`src/hw/rtl/tchl_pkg.sv`:
```
package tchl_pkg;

  localparam int unsigned TILE_W    = 15;
  localparam int unsigned KEY_W     = 16;
  localparam int unsigned SLOT_OUT_W = 10;
  localparam int unsigned OUTCOME_W = 2;

  localparam logic [KEY_W-1:0] KEY_BLANK = 16'hFFFF;

  localparam logic [OUTCOME_W-1:0] OUTCOME_HIT      = 2'd0;
  localparam logic [OUTCOME_W-1:0] OUTCOME_INSERTED = 2'd1;
  localparam logic [OUTCOME_W-1:0] OUTCOME_FULL     = 2'd2;

  typedef enum logic [2:0] {
    ST_CLEAR,
    ST_IDLE,
    ST_HASH,
    ST_PROBE,
    ST_DONE
  } state_t;

endpackage

```
`src/hw/rtl/tchl_home.sv`:
```
module tchl_home #(
  parameter int unsigned TABLE_SLOTS = 1021,
  parameter int unsigned SLOT_W      = 10
) (
  input  logic                          clk,
  input  logic                          rst_n,
  input  logic                          start,
  input  logic [tchl_pkg::TILE_W-1:0]   tile_id,
  output logic                          home_valid,
  output logic [SLOT_W-1:0]             home
);

  // floor reciprocal: estimated quotient is exact or one low
  localparam logic [63:0] RECIP_W = (64'd1 << 32) / TABLE_SLOTS;
  localparam logic [31:0] RECIP   = RECIP_W[31:0];
  localparam logic [SLOT_W:0] N_C = (SLOT_W+1)'(TABLE_SLOTS);
  localparam int unsigned PROD_W  = tchl_pkg::TILE_W + 32;

  logic                        v1_r, v2_r;
  logic [PROD_W-1:0]           prod_r;
  logic [tchl_pkg::TILE_W-1:0] id1_r;
  logic [SLOT_W:0]             rem_r;
  logic [tchl_pkg::TILE_W-1:0] quot;
  logic [30:0]                 qn;
  logic [15:0]                 diff;

  assign quot = prod_r[PROD_W-1:32];
  assign qn   = quot * 16'(TABLE_SLOTS);
  assign diff = 16'(id1_r) - qn[15:0];

  always_ff @(posedge clk) begin
    if (!rst_n) begin
      v1_r <= 1'b0;
      v2_r <= 1'b0;
    end else begin
      v1_r <= start;
      v2_r <= v1_r;
    end
  end

  always_ff @(posedge clk) begin
    prod_r <= PROD_W'(tile_id) * PROD_W'(RECIP);
    id1_r  <= tile_id;
    rem_r  <= diff[SLOT_W:0];
  end

  // remainder estimate lies below twice the slot count
  always_comb begin
    if (rem_r >= N_C) begin
      home = SLOT_W'(rem_r - N_C);
    end else begin
      home = rem_r[SLOT_W-1:0];
    end
  end

  assign home_valid = v2_r;

endmodule

```
`config.mk`:
```
export PLATFORM = sky130hd
export DESIGN_NAME = tchl_home
export DESIGN_NICKNAME = d
export VERILOG_FILES = /design/src/hw/rtl/tchl_pkg.sv /design/src/hw/rtl/tchl_home.sv
export SDC_FILE = /design/constraint.sdc
export NUM_CORES = 1
export LEC_CHECK = 0
export BUFFER_PORTS_ARGS = -buffer_cell sky130_fd_sc_hd__buf_2
export CAP_MARGIN = 5
export CORE_MARGIN = 2
export CORE_UTILIZATION = 61
export CTS_CLUSTER_SIZE = 10
export DETAILED_ROUTE_END_ITERATION = 10
export GPL_TIMING_DRIVEN = 0
export PLACE_DENSITY = 0.83
export SLEW_MARGIN = 15
export SYNTH_ARGS = -nofsm -noshare
export SYNTH_HDL_FRONTEND = slang
export SYNTH_SLANG_ARGS = --single-unit
```
`constraint.sdc`:
```
create_clock -name clk -period 4.8 [get_ports clk]
set_input_delay 1.2 -clock clk [delete_from_list [all_inputs] [get_ports clk]]
set_output_delay 1.2 -clock clk [all_outputs]
set_load 0.005 [all_outputs]
```
# [After elaboration in Yosys (flattened, before gate mapping)]
# Cells that the tools add are included.
[word_totals] out_inout_bits=11 register_bits=60 input_bits=18 word_cells=11
[op_classes] n_lt_le_gt_ge=1 mux=1 addsub=2 multipliers=2
[op_table] op="$mul A15 B21 Y36 const B" count=1
[op_table] op="$ge A11 B10 Y1 const B" count=1
[op_table] op="$mul A6 B10 Y11 const B" count=1
[op_table] op="$sub A11 B11 Y11" count=1
[op_table] op="$mux W10" count=1
[op_table] op="$sub A10 B10 Y10 const B" count=1

# [Longest topological paths before layout]
# Gate-level depths: netlist (run 1).
[depth] ltp_word=2 mapped_depth=17 mapped_depth_nobuf=17

# [Worst setup path before layout (run 1)]
# OpenSTA, ideal clock, no wires.
[synth_path] kind="input -> register" start="input tile_id[4] (netlist bit)" end="register prod_r[35]" t_arrival_ns=4.288 setup_time_ns=0.118 t_required_ns=4.682 path_buffers=0 path_slack_ns=0.394 cell_stages=17 path_cell_list="inv_1 ha_1 inv_1 ha_1 ha_1 inv_1 fa_1 inv_1 fa_1 ha_1 ha_1 o2111ai_1 nor2_1 o311ai_1 o211ai_1 nand3_1 xnor2_1"
[synth_between] elab_chain_len=1
[synth_rtl] element="start, declared" line_no="tchl_home.sv:8" source="input logic [tchl_pkg::TILE_W-1:0] tile_id,"
[synth_rtl] element="$mul A15 B21 Y36" line_no="tchl_home.sv:42" source="prod_r <= PROD_W'(tile_id) * PROD_W'(RECIP);"
[synth_rtl] element="end signal, assigned" line_no="tchl_home.sv:42"
[synth_rtl] element="end, declared" line_no="tchl_home.sv:20" source="logic [PROD_W-1:0] prod_r;"
# No other way between the ends.
# A chain may end at the register's enable or synchronous reset.

# [Final worst setup path (run 1)]
# Ends and elaborated chain as after synthesis.

==> results of run 1 <==
[routing by layer]
metal	part of all wire	GRT usage
met1	0.41	0.252
met5	0	0
met2	0.53	0.441
met4	0.034	0.0993
met3	0.027	0.0386
[placed cells by master, fill, tap and decap left out, drive strengths merged, types with 5 or more instances in the layout]
cell type and n:
nand2 18, dfxtp 30, fa 35, ha 140, a21oi 12, inv 103, nor2 15, o21ai 11
buf 27, xnor2 20, nand3 5, clkbuf 7, xor2 9
[area by class of cell]
class | count | area (um2) | area share
clock buffer | 6 | 82.6 | 0.0177
clock inverter | 2 | 12.5 | 0.00268
inverter | 103 | 387 | 0.0827
multi-input combinational | 306 | 3330 | 0.712
sequential | 30 | 601 | 0.128
tap | 96 | 120 | 0.0257
timing repair buffer | 28 | 143 | 0.0305
[state kept, by name (all words and copies together), names as in the netlist]
signal / count
id1_r: 11
rem_r: 11
prod_r: 6
home_valid: 1
v1_r: 1
[through the flow]
stage | setup WS (ns) | hold WS [ns]
floorplan | 0.394 | 0.412
global placement | -0.0964 | 0.416
detailed placement | -0.196 | 0.426
CTS | 0.0829 | 0.442
global route | 0.00508 | 0.455
finish | 0.181 | 0.436
[how the worst max path moves through the flow]
stage,start,end,slack (ns)
detailed placement,tile_id[4],prod_r[35],-0.20
CTS,tile_id[4],prod_r[35],0.08
global placement,tile_id[4],prod_r[35],-0.1
floorplan,tile_id[4],prod_r[35],0.39
global route,tile_id[4],prod_r[35],0.005
finish,tile_id[4],prod_r[35],0.18
[kinds of logic (layout without fill, tap and decap cells)]
logic type	count (synthesis)	in the layout	share of synthesized area
AO/OA/AOI/OAI	37	37	0.0576
XOR/XNOR	29	29	0.0594
adder cells (fa/ha/maj)	175	175	0.573
buffers and inverters	103	139	0.0904
flip-flops	30	30	0.140
multiplexers	1	1	0.00234
AND/OR/NAND/NOR	64	64	0.0769
[cells in the mapped netlist (3+ instances only)]
master    number
ha_1         140
inv_1        103
fa_1          35
dfxtp_1       30
xnor2_1       20
nand2_1       18
nor2_1        13
a21oi_1       12
o21ai_0       10
xor2_1         9
nand3_1        5
and2_1         4
nand2b_1       3
nor3_1         3
nor4_1         3
o31a_1         3
[worst max-delay path: stages]
cell,delay [ns]
clkbuf_4,0.16
inv_2,0.07
ha_1,0.27
inv_1,0.04
ha_1,0.19
ha_1,0.26
inv_1,0.05
fa_1,0.48
inv_1,0.04
ha_1,0.31
ha_1,0.30
ha_1,0.31
o2111ai_1,0.13
nor2_1,0.16
o311ai_2,0.14
o211ai_1,0.33
nand3_1,0.19
xnor2_1,0.17
[where the power goes]
part	switching [mW]	leakage (nW)	total (mW)	internal [mW]
clock	0.0941	0.0472	0.209	0.115
sequential	0.0530	0.252	0.376	0.323
combinational	0.749	2.31	1.42	0.676
[timing repair]
item / 4_1_cts / 5_1_grt
resized for setup: 0 / 6
endpoints found under the setup margin: 0 / 6
hold buffers: 0 / 0
==> run metrics, run 1 <==
peak fanout along the critical path 6; clock latency on the worst-skew pair about 0.28 ns; Final min period roughly 4.6 ns; die area slightly below 8000 um2; DRT iter0 DRCs 63; DP HPWL 6920 um; first-pass GRT wire length roughly 14000 um; Setup crit end kind register; die height 87.8 um; Fmax achieved between 0.2 and 0.25 GHz; largest net degree at the start of global routing 11; LEAKAGE between 2 and 3 nW; Num Clock Sinks 30; placer congestion estimate roughly 0.89; Worst Reg-to-Reg Cells 12; core area ~6800 um2; Syn Std Cell Area roughly 4300 um2; Startpoint Class primary input; dpl cell area about 4500 um2; Worst Skew between 0.007 and 0.008 ns; final net count about 670; vias in the first global route 3200; Hold Path Depth 1; vias post-DR approximately 3.0k; grt ovf 0; Max-Cap Viols 0; share of synthesized registers carrying an async set or reset 0; routed len/inst roughly 14 um; Finished Cell Area approximately 4700 um2; CTS Root Cell clkbuf_8; Worst-path clk slew 0.07 ns; Util after Layout 0.688; top cell type's share of synthesized area 0.409; Final Power between 2 and 2.5 mW; # IOs 29; CTS buffer count 5; 1st-pass router iterations 4; setup TNS 0 ns; run status complete, no violations; WHS Endpoint home_valid; flops & latches, synth 30; post-CTS setup buffer count 0; Final period util 0.962; IO Port Bufs 28; flop-to-flop setup slack 0.70 ns; ys flop type dfxtp_1; Mean Syn Cell Area about 10 um2; min-delay src v1_r; Synth Instances roughly 440; syn nets 632; # setup viols final 0; count of final max-slew check failures 0; Synth area leader ha_1; Pwr per Cell Area about 430 nW/um2; reg2reg end rem_r[10]; Worst Path Required 4.97 ns; CTS tree built; gr usage total 0.233; ant diodes 0; Fin. Hold Viols 0; post-route ant nets 0; initial antenna violation count 0; share of layout cells above drive strength 1 0.103; area grow syn2layout 9.27%; Vias/cell around 5.3; EDFF count, synth 0; DRT Wirelength about 8000 um; Die W 87.8 um; VDD IR max around 0.26 mV; CP arrival roughly 4.8 ns; FF-to-FF Start prod_r[33]; Worst Max-Slew Pin Slew 0.433 ns; CTS Buffer Depth 2; synth warn 0; fin cells around 570; DRC violations left 0; Post-Place Cells approximately 560; Yosys cell types a little over 40; Initial Util 0.630; Synth area leaders ha_1 41%, fa_1 16%, dfxtp_1 14%, inv_1 9.0%, xnor2_1 4.1%; Rows 30; Max-slew headroom 0.708; RSZ-0062 raised after global routing false; CP Class in2reg; Fill cells approximately 530; worst hold path class reg2reg; Seq/Total Area, Yosys 0.140; Max H-tree Level 2
(Power assumes the default switching activity.)
==> run 2, diff against run 1 <==
--- a/config.mk
+++ b/config.mk
@@ -12,6 +12,7 @@
 export CTS_CLUSTER_SIZE = 10
 export DETAILED_ROUTE_END_ITERATION = 10
 export GPL_TIMING_DRIVEN = 0
+export MAX_ROUTING_LAYER = met4
 export PLACE_DENSITY = 0.83
 export SLEW_MARGIN = 15
 export SYNTH_ARGS = -nofsm -noshare
==> constraint.sdc (replaced) <==
create_clock -name clk -period 4.8 [get_ports clk]
set_input_delay 0.72 -clock clk [delete_from_list [all_inputs] [get_ports clk]]
set_output_delay 0.72 -clock clk [all_outputs]
set_load 0.005 [all_outputs]
==> run metrics, run 2 (synthesis results as in run 1) <==
run status complete, no violations; Die W 87.8 um (unchanged); post-layout worst setup margin 0.534 ns (+0.353 ns); IO Port Bufs 28 (unchanged); clock latency on the worst-skew pair 0.28 ns (about the same); Pwr per Cell Area 428 nW/um2 (-0.51%); routed len/inst 14.1 um (-0.82%); 1st-pass router iterations 4 (unchanged); initial antenna violation count 0 (unchanged); peak fanout along the critical path 6 (unchanged); Startpoint Class primary input; Final min period 4.27 ns (-0.353 ns); LEAKAGE 2.62 nW (+0.17%); fin cells 571 (unchanged); largest net degree at the start of global routing 11 (unchanged); # setup viols final 0 (unchanged); Worst-path clk slew 0.07 ns (about the same); ant diodes 0 (unchanged); VDD IR max 0.255 mV (about the same); setup slack at placement 0.284 ns (+0.480 ns); Max-Cap Viols 0 (unchanged); worst hold path class reg2reg; commonest non-fill, non-tap cells in the layout 140 x ha_1, 103 x inv_1, 35 x fa_1; Final Power 1.98 mW (-1.4%); CP Class in2reg; DRT iter0 DRCs 50 (-21%); CTS buffer count 5 (unchanged); DRC violations left 0 (unchanged); post-route ant nets 0 (unchanged); Num Clock Sinks 30 (unchanged); CTS Root Cell clkbuf_8; final net count 667 (unchanged); setup TNS 0 ns (unchanged); critical-path cell list buf_2 > inv_1 > ha_1 > inv_1 > ha_1 > ha_1 > inv_1 > fa_1 > inv_1 > fa_1 > ha_1 > ha_1 > o2111ai_1 > nor2_1 > o311ai_1 > o211ai_1 > nand3_1 > xnor2_1; Fill cells 544 (+2.3%); Setup crit end kind register; Worst Skew 0.00744 ns (-0.0000967 ns); Top Registers id1_r: 11 flops, rem_r: 11 flops, prod_r: 6 flops; M3 GR Usage 0.0386 (unchanged); Post-Place Cells 563 (unchanged); CP max stage cell o311ai_1; core area 6790 um2 (unchanged); met2 usage 0.441 (unchanged); placer congestion estimate 0.901 (+1.7%); vias post-DR 3047 (+0.20%); most frequent CP cell ha_1; RSZ-0062 raised after global routing false; Finished Cell Area 4630 um2 (-0.88%); die height 87.8 um (unchanged); share of layout cells above drive strength 1 0.0926 (-0.0105); count of final max-slew check failures 0 (unchanged); Worst Path Buf+Inv 5 (unchanged); DRT Wirelength 8030 um (-0.82%); leading cell type in the layout, fill and taps excluded ha_1; Rows 30 (unchanged); Worst Max-Slew Pin Slew 0.435 ns (+0.00130 ns); Worst Path Required 5.01 ns (+0.04 ns); CTS Buffer Depth 2 (unchanged); vias in the first global route 3202 (+0.063%); Max H-tree Level 2 (unchanged); DP HPWL 6920 um (unchanged); first-pass GRT wire length 13800 um (unchanged); GR peak layer met2; Max-slew headroom 0.706 (-0.00278); CTS resizes 0 (unchanged); GRT met1 Usage 0.252 (unchanged); CTS tree built; die area 7700 um2 (unchanged); Final period util 0.889 (-0.0735); Vias/cell 5.34 (+0.20%); post-CTS setup buffer count 0 (unchanged); area grow syn2layout 8.30%; dpl cell area 4540 um2 (unchanged); gr usage total 0.240 (+0.00726); Initial Util 0.630 (unchanged); max incr delay on CP 0.43 ns (-0.05 ns); Fin. Hold Viols 0 (unchanged); grt ovf 0 (unchanged); # IOs 29 (unchanged); CP arrival 4.47 ns (-0.32 ns); Fmax achieved 0.234 GHz (+8.3%); Top delay family on crit path adder cells; Post-CTS Hold Fix Bufs 0 (unchanged)
## run 2: cell types whose count changed in the layout (fill, tap and decap cells not counted), sizes merged
| cell | change |
|---|---|
| clkbuf | -1 |
| buf | +1 |
## run 2: final cells by class
class | instances | area [um2] | area share
clock buffer | 6 | 82.6 | 0.0178
clock inverter | 2 | 12.5 | 0.00270
inverter | 103 | 387 | 0.0834
multi-input combinational | 306 | 3290 | 0.710
sequential | 30 | 601 | 0.130
tap | 96 | 120 | 0.0259
timing repair buffer | 28 | 140 | 0.0302
## run 2: worst paths after layout
path	from	to	cells past startpoint	slack, ns
max	tile_id[4]	prod_r[35]	18	0.53
min	v1_r	home_valid	1	0.44
max reg2reg	prod_r[33]	rem_r[10]	12	0.70
min reg2reg	v1_r	home_valid	1	0.44
## run 2: where the power goes
group	switching, mW	total (mW)	internal [mW]
Combinational	0.737	1.40	0.660
Sequential	0.0528	0.376	0.323
Clock	0.0935	0.208	0.115
## run 2: layer usage
metal	part of all wire	up-vias
li1	-	1508
met3	0.033	33
met1	0.40	1444
met4	0.040	0
met5	0	-
met2	0.53	62
## run 2: per-stage QoR
stage	util	hold WS [ns]
CTS	0.682	0.442
global route	0.682	0.455
finish	0.682	0.436
global placement	0.668	0.416
floorplan	-	0.412
detailed placement	0.668	0.426
==> run 3, diff against run 2 <==
--- a/config.mk
+++ b/config.mk
@@ -8,13 +8,14 @@
 export BUFFER_PORTS_ARGS = -buffer_cell sky130_fd_sc_hd__buf_2
 export CAP_MARGIN = 5
 export CORE_MARGIN = 2
-export CORE_UTILIZATION = 61
+export CORE_UTILIZATION = 63
 export CTS_CLUSTER_SIZE = 10
 export DETAILED_ROUTE_END_ITERATION = 10
 export GPL_TIMING_DRIVEN = 0
 export MAX_ROUTING_LAYER = met4
-export PLACE_DENSITY = 0.83
+export PLACE_DENSITY = 0.86
 export SLEW_MARGIN = 15
 export SYNTH_ARGS = -nofsm -noshare
 export SYNTH_HDL_FRONTEND = slang
 export SYNTH_SLANG_ARGS = --single-unit
+export TNS_END_PERCENT = 10
==> run metrics, run 3 (synthesis results as in run 1) <==
register cell area after layout 601 um2 (unchanged); Worst-path clk slew 0.06 ns (about the same); Reg power frac 0.188 (-0.002); Pwr per Cell Area 434 nW/um2 (+1.4%); IO Port Bufs 28 (unchanged); CTS Root Cell clkbuf_8; VDD IR max 0.191 mV (-25%); DP HPWL 7160 um (+3.4%); DRT iter0 DRCs 52 (+4.0%); grt ovf 0 (unchanged); Net Sw Frac 0.452 (+0.00673); # setup viols final 0 (unchanged); CP Class in2reg; leading cell type in the layout, fill and taps excluded ha_1; Initial Util 0.640 (+0.0106); Max-Cap Viols 0 (unchanged); commonest non-fill, non-tap cells in the layout 140 x ha_1, 103 x inv_1, 35 x fa_1; Startpoint Class primary input; placer congestion estimate 0.865 (-4.0%); flop-to-flop setup slack 0.61 ns (-0.09 ns); Die W 86.4 um (-1.5%); CTS tree built; Util after Layout 0.691 (+0.00850); final net count 667 (unchanged); 1st-pass router iterations 4 (unchanged); vias in the first global route 3292 (+2.8%); fin cells 555 (-2.8%); Final Power 2.00 mW (+1.0%); share of layout cells above drive strength 1 0.0926 (unchanged); area of the multi-input gates 3290 um2 (unchanged); routed len/inst 14.6 um (+3.6%); clock latency on the worst-skew pair 0.29 ns (about the same); post-CTS setup buffer count 0 (unchanged); dpl cell area 4520 um2 (-0.44%); Fill cells 527 (-3.1%); Finished Cell Area 4610 um2 (-0.43%); CP arrival 4.55 ns (+0.08 ns); Setup crit end kind register; Post-CTS Hold Fix Bufs 0 (unchanged); initial antenna violation count 0 (unchanged); ant diodes 0 (unchanged); post-route ant nets 0 (unchanged); Worst Reg-to-Reg Cells 12 (unchanged); clock share of power 0.106 (about the same); Final min period 4.34 ns (+0.0706 ns); CTS resizes 0 (unchanged); Hold Path Depth 1 (unchanged); Worst Path Required 5.01 ns (about the same); # IOs 29 (unchanged); DRT Wirelength 8090 um (+0.72%); Max-slew headroom 0.647 (-0.0584); Rows 30 (unchanged); combinational power share 0.706 (about the same); Worst Skew 0.00932 ns (+0.00188 ns); gr usage total 0.244 (+0.00450); DRC violations left 0 (unchanged); first-pass GRT wire length 13900 um (+0.50%); Fin. Hold Viols 0 (unchanged); Final period util 0.904 (+0.0147); count of final max-slew check failures 0 (unchanged); Vias/cell 5.50 (+3.1%); setup TNS 0 ns (unchanged); switching pwr 0.906 mW (+2.5%); area grow syn2layout 7.84%; Max H-tree Level 2 (unchanged); CTS Buffer Depth 2 (unchanged); RSZ-0062 raised after global routing false; Top Registers id1_r: 11 flops, rem_r: 11 flops, prod_r: 6 flops; Worst Max-Slew Pin Slew 0.524 ns (+0.0896 ns); core area 6680 um2 (-1.7%); die area 7470 um2 (-3.0%); run status complete, no violations; vias post-DR 3053 (+0.20%); die height 86.4 um (-1.5%); Num Clock Sinks 30 (unchanged); LEAKAGE 2.62 nW (unchanged); Post-Place Cells 547 (-2.8%); worst hold path class reg2reg; internal power 1.10 mW (-0.22%); Fmax achieved 0.231 GHz (-1.6%); peak fanout along the critical path 6 (unchanged); CTS buffer count 5 (unchanged); largest net degree at the start of global routing 11 (unchanged)
[run 3: metrics by stage]
step	setup slack (ns)	hold WS [ns]
after floorplan	0.874	0.412
after global placement	0.372	0.419
after detailed placement	0.191	0.434
after CTS	0.480	0.448
after global routing	0.218	0.464
final	0.463	0.441
[run 3: cell type report]
class                      instances  area share
multi-input combinational        306       0.713
clock inverter                     2     0.00271
tap                               80      0.0217
sequential                        30       0.130
inverter                         103      0.0838
timing repair buffer              28      0.0304
clock buffer                       6      0.0179
[run 3: final timing paths]
path,start,end
max,tile_id[4],prod_r[35]
min,v1_r,home_valid
max reg2reg,prod_r[33],rem_r[10]
min reg2reg,v1_r,home_valid
[run 3: power by group through the flow]
stage / Combinational [mW] / Clock (mW) / Sequential [mW]
2_1_floorplan: 1.07 / 0 / 0.370
3_3_place_gp: 1.31 / 0 / 0.379
3_5_place_dp: 1.40 / 0 / 0.383
4_1_cts: 1.43 / 0.216 / 0.377
5_1_grt: 1.62 / 0.224 / 0.386
6_report: 1.41 / 0.213 / 0.377
[run 3: per-layer routing]
layer,vias up,part of all wire,GRT usage
li1,1509,-,-
met1,1459,0.37,0.239
met2,57,0.56,0.476
met3,28,0.026,0.0305
met4,0,0.049,0.105
met5,-,0,-
[run 3: critical path, cell delays in order]
cell and delay [ns]:
buf_2 0.16, inv_1 0.11, ha_1 0.30, inv_1 0.04
ha_1 0.18, ha_1 0.27, inv_1 0.04, fa_1 0.35
inv_1 0.08, fa_1 0.42, ha_1 0.32, ha_1 0.33
o2111ai_1 0.09, nor2_1 0.08, o311ai_1 0.50, o211ai_1 0.23
nand3_1 0.18, xnor2_1 0.13
